<file path="src/rtl/rlmd_pkg.sv">
// Shared constants, codes and controller/datapath handshake types for the ring list.
package rlmd_pkg;

  localparam int DEF_CAPACITY   = 16;
  localparam int DEF_VALUE_BITS = 32;

  localparam int OPCODE_W = 3;
  localparam int VALUE_W  = 32;
  localparam int STATUS_W = 2;
  localparam int LEN_W    = 5;

  localparam logic [OPCODE_W-1:0] OP_PUSH_FRONT = OPCODE_W'(0);
  localparam logic [OPCODE_W-1:0] OP_PUSH_BACK  = OPCODE_W'(1);
  localparam logic [OPCODE_W-1:0] OP_REMOVE     = OPCODE_W'(2);
  localparam logic [OPCODE_W-1:0] OP_CLEAR      = OPCODE_W'(3);

  localparam logic [STATUS_W-1:0] ST_DONE    = STATUS_W'(0);
  localparam logic [STATUS_W-1:0] ST_FULL    = STATUS_W'(1);
  localparam logic [STATUS_W-1:0] ST_MISSING = STATUS_W'(2);

  typedef struct packed {
    logic load;
    logic push_front;
    logic push_back;
    logic scan;
    logic shift;
    logic dec;
    logic clear;
    logic rd_first;
    logic rd_last;
    logic cap_first;
    logic set_full;
    logic set_missing;
    logic publish;
  } rlmd_cmd_t;

  typedef struct packed {
    logic full;
    logic more;
    logic match;
    logic pend;
    logic out_free;
  } rlmd_sts_t;

endpackage

</file>
<file path="src/rtl/rlmd_in_if.sv">
// Input channel: one list operation per transfer.
interface rlmd_in_if import rlmd_pkg::*; ();
  logic                valid;
  logic                ready;
  logic [OPCODE_W-1:0] opcode;
  logic [VALUE_W-1:0]  item_value;

  modport source(output valid, output opcode, output item_value, input ready);
  modport sink(input valid, input opcode, input item_value, output ready);
endinterface

</file>
<file path="src/rtl/rlmd_out_if.sv">
// Output channel: one result per operation.
interface rlmd_out_if import rlmd_pkg::*; ();
  logic                valid;
  logic                ready;
  logic [STATUS_W-1:0] status;
  logic [LEN_W-1:0]    list_length;
  logic [VALUE_W-1:0]  first_value;
  logic [VALUE_W-1:0]  last_value;

  modport source(output valid, output status, output list_length, output first_value,
                 output last_value, input ready);
  modport sink(input valid, input status, input list_length, input first_value,
               input last_value, output ready);
endinterface

</file>
<file path="src/rtl/rlmd_ctl.sv">
// Sequencing state machine for the ring list operations.
module rlmd_ctl import rlmd_pkg::*; (
  input  logic                clk,
  input  logic                rst,
  input  logic                accept,
  input  logic [OPCODE_W-1:0] opcode,
  input  rlmd_sts_t           sts,
  output logic                take,
  output rlmd_cmd_t           cmd
);

  localparam logic [2:0] S_IDLE  = 3'd0;
  localparam logic [2:0] S_PUSH  = 3'd1;
  localparam logic [2:0] S_SCAN  = 3'd2;
  localparam logic [2:0] S_SHIFT = 3'd3;
  localparam logic [2:0] S_CLEAR = 3'd4;
  localparam logic [2:0] S_RDF   = 3'd5;
  localparam logic [2:0] S_RDL   = 3'd6;
  localparam logic [2:0] S_DONE  = 3'd7;

  logic [2:0]          state;
  logic [2:0]          state_next;
  logic [OPCODE_W-1:0] op;

  always_ff @(posedge clk) begin
    if (rst) begin
      state <= S_IDLE;
    end else begin
      state <= state_next;
    end
  end

  always_ff @(posedge clk) begin
    if (accept) begin
      op <= opcode;
    end
  end

  assign take = (state == S_IDLE);

  always_comb begin
    cmd        = '0;
    state_next = state;
    case (state)
      S_IDLE: begin
        if (accept) begin
          cmd.load = 1'b1;
          case (opcode)
            OP_PUSH_FRONT: state_next = S_PUSH;
            OP_PUSH_BACK:  state_next = S_PUSH;
            OP_REMOVE:     state_next = S_SCAN;
            OP_CLEAR:      state_next = S_CLEAR;
            default:       state_next = S_RDF;
          endcase
        end
      end
      S_PUSH: begin
        if (sts.full) begin
          cmd.set_full = 1'b1;
        end else if (op == OP_PUSH_FRONT) begin
          cmd.push_front = 1'b1;
        end else begin
          cmd.push_back = 1'b1;
        end
        state_next = S_RDF;
      end
      S_SCAN: begin
        cmd.scan = 1'b1;
        if (sts.match) begin
          state_next = S_SHIFT;
        end else if (!sts.more && !sts.pend) begin
          cmd.set_missing = 1'b1;
          state_next      = S_RDF;
        end
      end
      S_SHIFT: begin
        cmd.shift = 1'b1;
        if (!sts.more) begin
          cmd.dec    = 1'b1;
          state_next = S_RDF;
        end
      end
      S_CLEAR: begin
        cmd.clear  = 1'b1;
        state_next = S_RDF;
      end
      S_RDF: begin
        cmd.rd_first = 1'b1;
        state_next   = S_RDL;
      end
      S_RDL: begin
        cmd.rd_last   = 1'b1;
        cmd.cap_first = 1'b1;
        state_next    = S_DONE;
      end
      S_DONE: begin
        if (sts.out_free) begin
          cmd.publish = 1'b1;
          state_next  = S_IDLE;
        end
      end
      default: begin
        state_next = S_IDLE;
      end
    endcase
  end

endmodule

</file>
<file path="src/rtl/rlmd_dp.sv">
// Datapath: ring store, head and count, scan and shift pointers, result register.
module rlmd_dp import rlmd_pkg::*; #(
  parameter int CAPACITY   = DEF_CAPACITY,
  parameter int VALUE_BITS = DEF_VALUE_BITS
) (
  input  logic                clk,
  input  logic                rst,
  input  rlmd_cmd_t           cmd,
  input  logic [VALUE_W-1:0]  item_value,
  input  logic                out_ready,
  output rlmd_sts_t           sts,
  output logic                out_valid,
  output logic [STATUS_W-1:0] out_status,
  output logic [LEN_W-1:0]    out_len,
  output logic [VALUE_W-1:0]  out_first,
  output logic [VALUE_W-1:0]  out_last
);

  localparam int IW = $clog2(CAPACITY);
  localparam int CW = $clog2(CAPACITY + 1);
  localparam logic [IW:0]   CAP_S = (IW + 1)'(CAPACITY);
  localparam logic [CW-1:0] CAP_C = CW'(CAPACITY);

  logic [VALUE_BITS-1:0] mem [CAPACITY];

  logic [IW-1:0]         head;
  logic [CW-1:0]         count;
  logic [CW-1:0]         pos;
  logic [CW-1:0]         pend_pos;
  logic                  pend;
  logic [VALUE_BITS-1:0] value;
  logic [VALUE_BITS-1:0] rdata;
  logic [VALUE_BITS-1:0] first;
  logic [STATUS_W-1:0]   status_q;

  logic                  rd_en;
  logic [IW-1:0]         raddr;
  logic                  wr_en;
  logic [IW-1:0]         waddr;
  logic [VALUE_BITS-1:0] wdata;
  logic [IW-1:0]         head_dec;
  logic                  empty;
  logic                  match;
  logic                  more;

  logic [VALUE_BITS+VALUE_W-1:0] in_ext;
  logic [VALUE_BITS+VALUE_W-1:0] first_ext;
  logic [VALUE_BITS+VALUE_W-1:0] last_ext;
  logic [CW+LEN_W-1:0]           len_ext;

  // Ring position to store slot; both operands are below the capacity.
  function automatic logic [IW-1:0] slot_of(input logic [IW-1:0] base,
                                            input logic [CW-1:0] p);
    logic [IW:0] sum;
    begin
      sum = {1'b0, base} + {1'b0, p[IW-1:0]};
      if (sum >= CAP_S) begin
        sum = sum - CAP_S;
      end
      return sum[IW-1:0];
    end
  endfunction

  assign in_ext    = {{VALUE_BITS{1'b0}}, item_value};
  assign first_ext = {{VALUE_W{1'b0}}, first};
  assign last_ext  = {{VALUE_W{1'b0}}, rdata};
  assign len_ext   = {{LEN_W{1'b0}}, count};

  assign empty    = (count == '0);
  assign more     = (pos < count);
  assign match    = pend && (rdata == value);
  assign head_dec = (head == '0) ? IW'(CAPACITY - 1) : head - IW'(1);

  assign sts.full     = (count == CAP_C);
  assign sts.more     = more;
  assign sts.match    = match;
  assign sts.pend     = pend;
  assign sts.out_free = !out_valid || out_ready;

  always_comb begin
    rd_en = 1'b0;
    raddr = slot_of(head, pos);
    wr_en = 1'b0;
    waddr = slot_of(head, pend_pos - CW'(1));
    wdata = rdata;
    if (cmd.scan) begin
      rd_en = more && !match;
    end
    if (cmd.shift) begin
      rd_en = more;
      wr_en = pend;
    end
    if (cmd.push_front) begin
      wr_en = 1'b1;
      waddr = head_dec;
      wdata = value;
    end
    if (cmd.push_back) begin
      wr_en = 1'b1;
      waddr = slot_of(head, count);
      wdata = value;
    end
    if (cmd.rd_first) begin
      rd_en = 1'b1;
      raddr = head;
    end
    if (cmd.rd_last) begin
      rd_en = 1'b1;
      raddr = slot_of(head, count - CW'(1));
    end
  end

  always_ff @(posedge clk) begin
    if (wr_en) begin
      mem[waddr] <= wdata;
    end
    if (rd_en) begin
      rdata <= mem[raddr];
    end
  end

  always_ff @(posedge clk) begin
    if (rst) begin
      head      <= '0;
      count     <= '0;
      pos       <= '0;
      pend      <= 1'b0;
      out_valid <= 1'b0;
    end else begin
      pend <= rd_en && (cmd.scan || cmd.shift);
      if (cmd.load) begin
        pos <= '0;
      end else if (rd_en && (cmd.scan || cmd.shift)) begin
        pos <= pos + CW'(1);
      end
      if (cmd.push_front) begin
        head  <= head_dec;
        count <= count + CW'(1);
      end else if (cmd.push_back) begin
        count <= count + CW'(1);
      end else if (cmd.dec) begin
        count <= count - CW'(1);
      end else if (cmd.clear) begin
        head  <= '0;
        count <= '0;
      end
      if (cmd.publish) begin
        out_valid <= 1'b1;
      end else if (out_ready) begin
        out_valid <= 1'b0;
      end
    end
  end

  always_ff @(posedge clk) begin
    if (rd_en) begin
      pend_pos <= pos;
    end
    if (cmd.load) begin
      value    <= in_ext[VALUE_BITS-1:0];
      status_q <= ST_DONE;
    end else if (cmd.set_full) begin
      status_q <= ST_FULL;
    end else if (cmd.set_missing) begin
      status_q <= ST_MISSING;
    end
    if (cmd.cap_first) begin
      first <= rdata;
    end
    if (cmd.publish) begin
      out_status <= status_q;
      out_len    <= len_ext[LEN_W-1:0];
      out_first  <= empty ? '0 : first_ext[VALUE_W-1:0];
      out_last   <= empty ? '0 : last_ext[VALUE_W-1:0];
    end
  end

  a_count_bound: assert property (@(posedge clk) disable iff (rst) count <= CAP_C)
    else $error("entry count above capacity");

  a_no_push_full: assert property (@(posedge clk) disable iff (rst)
    (cmd.push_front || cmd.push_back) |-> !sts.full)
    else $error("insert issued into a full list");

  a_shift_addr: assert property (@(posedge clk) disable iff (rst)
    (cmd.shift && rd_en && wr_en) |-> (raddr != waddr))
    else $error("shift reads and writes the same slot");

endmodule

</file>
<file path="src/rtl/ring_list_with_match_delete.sv">
// Top level of the bounded ring list with insert, match-delete, clear and query.
//
//   channel  modport  payload                                        meaning
//   item     sink     opcode, item_value                             one list operation
//   result   source   status, list_length, first_value, last_value   state after it
//
// A removal scans the list one entry per cycle through the single registered
// read port of the store, then closes the gap one entry per cycle. Reset is
// synchronous and empties the list; store contents are not cleared. A new item
// is taken while a finished result still waits; its own result is held back
// until the output register frees up.
module ring_list_with_match_delete import rlmd_pkg::*; #(
  parameter int CAPACITY   = DEF_CAPACITY,
  parameter int VALUE_BITS = DEF_VALUE_BITS
) (
  input  logic        clk,
  input  logic        rst,
  rlmd_in_if.sink     item,
  rlmd_out_if.source  result
);

  rlmd_cmd_t cmd;
  rlmd_sts_t sts;
  logic      take;
  logic      accept;

  // An operation transfer happens only while the controller is idle.
  assign item.ready = take;
  assign accept     = item.valid && take;

  rlmd_ctl u_ctl (
    .clk    (clk),
    .rst    (rst),
    .accept (accept),
    .opcode (item.opcode),
    .sts    (sts),
    .take   (take),
    .cmd    (cmd)
  );

  // The datapath owns the store, the ring pointers and the result register.
  rlmd_dp #(
    .CAPACITY   (CAPACITY),
    .VALUE_BITS (VALUE_BITS)
  ) u_dp (
    .clk        (clk),
    .rst        (rst),
    .cmd        (cmd),
    .item_value (item.item_value),
    .out_ready  (result.ready),
    .sts        (sts),
    .out_valid  (result.valid),
    .out_status (result.status),
    .out_len    (result.list_length),
    .out_first  (result.first_value),
    .out_last   (result.last_value)
  );

endmodule
</file>
<file path="src/flat_wrapper.sv">
// flat-port wrapper written by rule: the top's interface ports become plain ports
module ring_list_with_match_delete_flat import rlmd_pkg::*;
#(
  parameter int CAPACITY   = DEF_CAPACITY,
  parameter int VALUE_BITS = DEF_VALUE_BITS
)
  (clk, rst, item_valid, item_opcode, item_item_value, item_ready, result_valid, result_status, result_list_length, result_first_value, result_last_value, result_ready);
  rlmd_in_if item_i ();
  rlmd_out_if result_i ();
  input  logic clk;
  input  logic rst;
  input wire logic [$bits(item_i.valid)-1:0] item_valid;
  input wire logic [$bits(item_i.opcode)-1:0] item_opcode;
  input wire logic [$bits(item_i.item_value)-1:0] item_item_value;
  output wire logic [$bits(item_i.ready)-1:0] item_ready;
  output wire logic [$bits(result_i.valid)-1:0] result_valid;
  output wire logic [$bits(result_i.status)-1:0] result_status;
  output wire logic [$bits(result_i.list_length)-1:0] result_list_length;
  output wire logic [$bits(result_i.first_value)-1:0] result_first_value;
  output wire logic [$bits(result_i.last_value)-1:0] result_last_value;
  input wire logic [$bits(result_i.ready)-1:0] result_ready;
  assign item_i.valid = item_valid;
  assign item_i.opcode = item_opcode;
  assign item_i.item_value = item_item_value;
  assign item_ready = item_i.ready;
  assign result_valid = result_i.valid;
  assign result_status = result_i.status;
  assign result_list_length = result_i.list_length;
  assign result_first_value = result_i.first_value;
  assign result_last_value = result_i.last_value;
  assign result_i.ready = result_ready;
  ring_list_with_match_delete #(.CAPACITY(CAPACITY), .VALUE_BITS(VALUE_BITS)) u_core (.clk(clk), .rst(rst), .item(item_i), .result(result_i));
endmodule
</file>
<file path="config.mk">
export PLATFORM = sky130hd
export DESIGN_NAME = ring_list_with_match_delete_flat
export DESIGN_NICKNAME = d
export VERILOG_FILES = /design/src/rtl/rlmd_pkg.sv /design/src/rtl/rlmd_in_if.sv /design/src/rtl/rlmd_out_if.sv /design/src/rtl/rlmd_ctl.sv /design/src/rtl/rlmd_dp.sv /design/src/rtl/ring_list_with_match_delete.sv /design/src/flat_wrapper.sv
export SDC_FILE = /design/constraint.sdc
export NUM_CORES = 1
export LEC_CHECK = 0
export BUFFER_PORTS_ARGS = -buffer_cell sky130_fd_sc_hd__buf_2
export CAP_MARGIN = 25
export CORE_UTILIZATION = 32
export DETAILED_ROUTE_END_ITERATION = 8
export REMOVE_ABC_BUFFERS = 1
export SYNTH_ARGS = -nofsm -noshare
export SYNTH_HDL_FRONTEND = slang
export SYNTH_SLANG_ARGS = --single-unit
</file>
<file path="constraint.sdc">
create_clock -name clk -period 9.35 [get_ports clk]
set_input_delay 1.87 -clock clk [delete_from_list [all_inputs] [get_ports clk]]
set_output_delay 1.87 -clock clk [all_outputs]
set_load 0.05 [all_outputs]
</file>
==> results.json, run 1 <==
{
  "cts-htree-levels": 3,
  "routed_wl_mm": 65.55,
  "required_ns": 9.61,
  "hold_ws_ns": 0.4406,
  "syn_area_um2": 29070,
  "clockBufferDepth": 3,
  "vias_per_cell": 4.779,
  "core_area_um2": 90010,
  "synth_warnings": 0,
  "finish.net_count": 1951,
  "grt_pass1_vias": 15359,
  "wl_per_cell_um": 21.01,
  "setup_viol_count_final": 0,
  "die_area_um2": 92050,
  "stdcell_count": 3120,
  "maxSlewViolCount": 0,
  "power_density_nw_per_um2": 282.5,
  "grt-ovfl-total": 0,
  "clock_skew_ns": 0.04818,
  "avgSynthCellArea_um2": 16.69,
  "clk_pin_slew_ns": 0.06,
  "finalHoldViolations": 0,
  "clk_root_buffer_cell": "clkbuf_16",
  "cts_sinks": 707,
  "chipHeight_um": 303.4,
  "path_max_fanout": 45,
  "areaGrowthSynthToFinish_pct": 15.83,
  "vias": 14912,
  "num_rows": 110,
  "synth_edf_count": 686,
  "synth_flop_cell": "edfxtp_1",
  "grt_usage_pct": 14.31,
  "fmax_mhz": 235.3,
  "cts_made_buffers": 76,
  "cts_tree": "built",
  "dp.cells": 2981,
  "min_period_ns": 4.249,
  "end_kind": "flop",
  "antenna_found_initial": 0,
  "p_leak_nw": 10.40,
  "gp_congestion": 0.7704,
  "start_util_pct": 32.29,
  "tightest_slew_ns": 1.118,
  "synth-seq-cells": 707,
  "ant_nets": 0,
  "drv_cap": 0,
  "status": "completed",
  "vdd_drop_max_uv": 174.0,
  "arrival_ns": 4.51,
  "cp-start-kind": "flop",
  "port_buffers": 111,
  "crit_type": "reg2reg",
  "hpwl_mm": 39.52,
  "grt_pass1_wl_mm": 97.97,
  "num_io_pins": 112,
  "synthArstFlopShare_pct": 0,
  "grt_max_degree": 135,
  "rsz0062_at_grt": "no",
  "fp.dieW_um": 303.4,
  "clk_latency_ns": 0.64,
  "firstDrtPassIters": 5,
  "n_fill_cell": 8420,
  "fin_crit_sh_pct": 45.45,
  "cts_hold_buf": 0,
  "postSynthCellCount": 1742,
  "slew_headroom_pct": 24.79,
  "hold_class": "reg2reg",
  "synth_cell_types": 51,
  "drc": 0,
  "postCtsSetupRepairBufs": 0,
  "drtIter0Drc": 902,
  "synth-seq-area-share_pct": 72.31,
  "drive_gt1_share_pct": 14.41,
  "cts-resized-gates": 0
}
-- cell type report --
cell class                      instances  area (µm²)  area share [%]
Sequential cell                       707       21020           62.43
Multi-Input combinational cell        936        7800           23.17
Clock buffer                           96        1998           5.935
Tap cell                             1176        1471           4.370
Timing Repair Buffer                  144       978.4           2.906
Clock inverter                         41       326.6          0.9699
Inverter                               19       71.32          0.2118
Antenna cell                            1       2.502        0.007432
-- Yosys cell counts (all sizes together) (4+ instances only) --
cell      n  area, µm²
xor2     28      245.2
ha       24      300.3
nand4     8      50.05
inv      19      71.31
edfxtp  686      20600
a21o      7      52.55
nand2b   14      87.58
o31ai     4      30.03
clkbuf   19      71.32
nand2   126      480.5
nor3     10      50.05
a21oi    27      135.1
xnor2    21      183.9
nand3    12      60.06
and3      4      25.02
mux2i   482       4825
nor4      6      37.54
nor2     39      146.4
o21ai    15      75.07
dfxtp    21      420.4
fa        4      80.08
buf      61      310.3
nor2b    67      426.7
-- report_power, final --
part	internal [W]	switching [W]
combinational	0.000727	0.00161
sequential	0.00421	0.000156
clock	0.00158	0.00122
total	0.00652	0.00299
-- flip-flops by register name, indices dropped and copies added, names as in the netlist, 5 cells and up --
register / cells
u_core.u_dp.mem: 512
u_core.u_dp.first: 32
u_core.u_dp.out_first: 32
u_core.u_dp.out_last: 32
u_core.u_dp.rdata: 32
u_core.u_dp.value: 32
u_core.u_dp.count: 5
u_core.u_dp.out_len: 5
u_core.u_dp.pos: 5
-- per-stage QoR --
step	worst slack, ns	util [%]	setup TNS [ns]	power (W)	area (µm²)
global route	4.772	37.40	0	0.009956	33670
detailed placement	5.110	34.79	0	0.006813	31310
finish	5.101	37.40	0	0.009511	33670
CTS	5.070	37.37	0	0.009641	33640
floorplan	-11.40	-	-364.65	0.006703	28690
global placement	5.077	34.58	0	0.006709	31120
-- layout by cell type (no fill, tap or decap), drive strengths merged, types with 6 or more instances in the layout --
cell type and count:
a21o 7, nand3 12, nand2b 14, nand2 126, nand4 8, nor2b 67, clkinv 29, xor2 28
inv 23, nor3 10, buf 144, nor4 6, dfxtp 21, a21oi 27, o21ai 15, xnor2 21
edfxtp 686, mux2i 482, clkinvlp 6, nor2 39, ha 24, clkbuf 96
-- cells by family after synthesis --
group,after synthesis,share of synthesized area (%)
flip-flops,707,72.31
AO/OA/AOI/OAI,80,1.782
adder cells (fa/ha/maj),28,1.309
AND/OR/NAND/NOR,297,4.963
XOR/XNOR,49,1.476
multiplexers,482,16.60
buffers and inverters,99,1.558
-- metal layers --
layer | vias to the layer above | global-route usage (%) | part of all wire, %
met3 | 100 | 2.477 | 3.8
met5 | - | 0 | 0
met2 | 324 | 23.51 | 48
met4 | 0 | 4.012 | 2.1
met1 | 7566 | 19.44 | 46
li1 | 6922 | - | -
-- worst max-delay path, cell delays in order (launching register included) --
cell and delay, ns:
dfxtp_1 0.59, inv_2 0.21, nor3_1 0.52, and2_2 0.23, buf_4 0.54, o211ai_1 0.19
o21ai_0 0.24, nand2b_1 0.35, nor2_4 0.56, buf_4 0.43
-- path summary, 6_finish.rpt --
path,start,cells past startpoint,end,slack [ns]
worst max register to register,u_core.u_ctl.state[0],9,u_core.u_dp.mem[12][20],5.10
worst max-delay path,u_core.u_ctl.state[0],9,u_core.u_dp.mem[12][20],5.10
worst min-delay path,u_core.u_dp.status_q[0],0,u_core.u_dp.out_status[0],0.44
worst min register to register,u_core.u_dp.status_q[0],0,u_core.u_dp.out_status[0],0.44
No activity file was read; power rests on OpenSTA's default activity.
==> run 2: changes to the inputs <==
==> constraint.sdc (replaced) <==
create_clock -name clk -period 4.26 [get_ports clk]
set_input_delay 0.852 -clock clk [delete_from_list [all_inputs] [get_ports clk]]
set_output_delay 0.852 -clock clk [all_outputs]
set_load 0.05 [all_outputs]
==> results.json, run 2 (synthesized netlist as in run 1, its figures left out) <==
{
  "wl_per_cell_um": 22.94,
  "hpwl_mm": 43.33,
  "vdd_drop_max_uv": 283.2,
  "mostFrequentLayoutCells": "edfxtp_1 (686), mux2i_1 (482), nand2_1 (124)",
  "end_kind": "flop",
  "fmax_mhz": 278.1,
  "path_cells": "xor2_1, nor4_1, nand3_1, or3_1, a21oi_1, o22ai_4, buf_4",
  "power_density_nw_per_um2": 636.9,
  "clock_skew_ns": 0.03248,
  "pre_cts_ws_ns": 0.6660,
  "rsz0062_at_grt": "no",
  "slew_headroom_pct": 26.85,
  "drc": 0,
  "dp.cells": 3007,
  "fin_crit_sh_pct": 84.41,
  "crit_type": "reg2reg",
  "slowest_stage": "nor4_1",
  "drv_cap": 0,
  "gp_congestion": 0.8224,
  "cts_sinks": 707,
  "cp.depth": 7,
  "maxSlewViolCount": 0,
  "drive_gt1_share_pct": 16.17,
  "hold_depth": 1,
  "routed_wl_mm": 72.25,
  "grt_max_degree": 57,
  "grt-ovfl-total": 0,
  "max_stage_delay_ns": 0.98,
  "vias": 15457,
  "areaGrowthSynthToFinish_pct": 17.50,
  "cts-resized-gates": 0,
  "cp_top_family": "simple AND/OR/NAND/NOR gates",
  "antenna_found_initial": 2,
  "clk_pin_slew_ns": 0.06,
  "core_area_um2": 90010,
  "largest_reg_flops": 512,
  "num_rows": 110,
  "grt_usage_pct": 15.72,
  "num_io_pins": 112,
  "power.total_w": 0.02175,
  "path_max_fanout": 36,
  "stdcell_count": 3149,
  "hold_class": "in2reg",
  "finalHoldViolations": 0,
  "top_register": "u_core.u_dp.mem",
  "r2r_slack_ns": 0.66,
  "arrival_ns": 3.88,
  "clk_latency_ns": 0.65,
  "ff2ff_path_depth": 7,
  "required_ns": 4.54,
  "cts_tree": "built",
  "cts_made_buffers": 78,
  "worst_slack_ns": 0.6641,
  "cp-start-kind": "flop",
  "postCtsSetupRepairBufs": 0,
  "path_buf_inv": 1,
  "cts_hold_buf": 0,
  "vias_per_cell": 4.909,
  "chipHeight_um": 303.4,
  "tightest_slew_ns": 1.087,
  "finish.net_count": 1978,
  "grt_pass1_vias": 15531,
  "clk_root_buffer_cell": "clkbuf_16",
  "cts-htree-levels": 3,
  "min_period_ns": 3.596,
  "status": "completed",
  "p_leak_nw": 10.67,
  "setup_viol_count_final": 0,
  "ant_nets": 0,
  "firstDrtPassIters": 5,
  "num_antenna_cells": 0,
  "n_fill_cell": 8341,
  "grt_pass1_wl_mm": 105.2,
  "fp.dieW_um": 303.4,
  "start_util_pct": 32.29,
  "drtIter0Drc": 1227,
  "port_buffers": 111,
  "final_common_cell": "edfxtp_1",
  "clockBufferDepth": 3,
  "die_area_um2": 92050
}
==> run 2: cell types whose count changed in the layout (fill, tap and decap cells not counted), moves of 4 or more <==
cell,delta
buf_4,+14
clkinv_1,-5
bufinv_16,+5
clkinv_2,+6
buf_12,+16
buf_16,-5
clkbuf_1,-4
==> run 2: per-stage QoR <==
step	utilization [%]	instance area (µm²)	setup TNS, ns	hold slack, ns
after floorplan	-	28690	-559.52	0.4090
after global placement	35.14	31630	0	0.4232
after detailed placement	35.14	31630	0	0.4243
after CTS	37.94	34150	0	0.3515
after global routing	37.94	34150	0	0.3672
final	37.94	34150	0	0.3849
==> run 2: worst register-to-register path, delay by kind of cell, from the launching register on <==
kind,cells,cell delay [ns]
and+or+nand+nor,3,1.73
DFF,1,0.49
AOI/OAI and AO/OA,2,0.38
buffers and inverters,1,0.36
xor gates and xnor gates,1,0.28
==> run 2: worst paths after layout <==
path                                to               startpoint
max               u_core.u_dp.rdata[4]    u_core.u_dp.rdata[24]
min               u_core.u_dp.value[8]       item_item_value[8]
max reg2reg       u_core.u_dp.rdata[4]    u_core.u_dp.rdata[24]
min reg2reg  u_core.u_dp.out_status[0]  u_core.u_dp.status_q[0]
==> run 2: report_power, final <==
| group | internal (W) | total, W | leakage [nW] | switching (W) |
|---|---|---|---|---|
| sequential | 0.00924 | 0.00958 | 6.39 | 0.000339 |
| combinational | 0.00172 | 0.00550 | 3.05 | 0.00378 |
| clock | 0.00387 | 0.00667 | 1.23 | 0.00280 |
| total | 0.0148 | 0.0218 | 10.7 | 0.00692 |
==> run 2: metal layers <==
metal	routed length, µm	GRT usage [%]	up-vias
met3	4217	2.820	79
met5	0	0	-
li1	-	-	6979
met4	1198	4.190	0
met2	33900	25.09	471
met1	32940	22.02	7928
==> run 2: cell type report <==
type | instances | area (µm²) | area share, %
Sequential cell | 707 | 21020 | 61.55
Tap cell | 1176 | 1471 | 4.308
Multi-Input combinational cell | 936 | 7800 | 22.84
Clock buffer | 94 | 2033 | 5.953
Clock inverter | 48 | 491.7 | 1.440
Timing Repair Buffer | 169 | 1266 | 3.707
Inverter | 19 | 71.32 | 0.2088
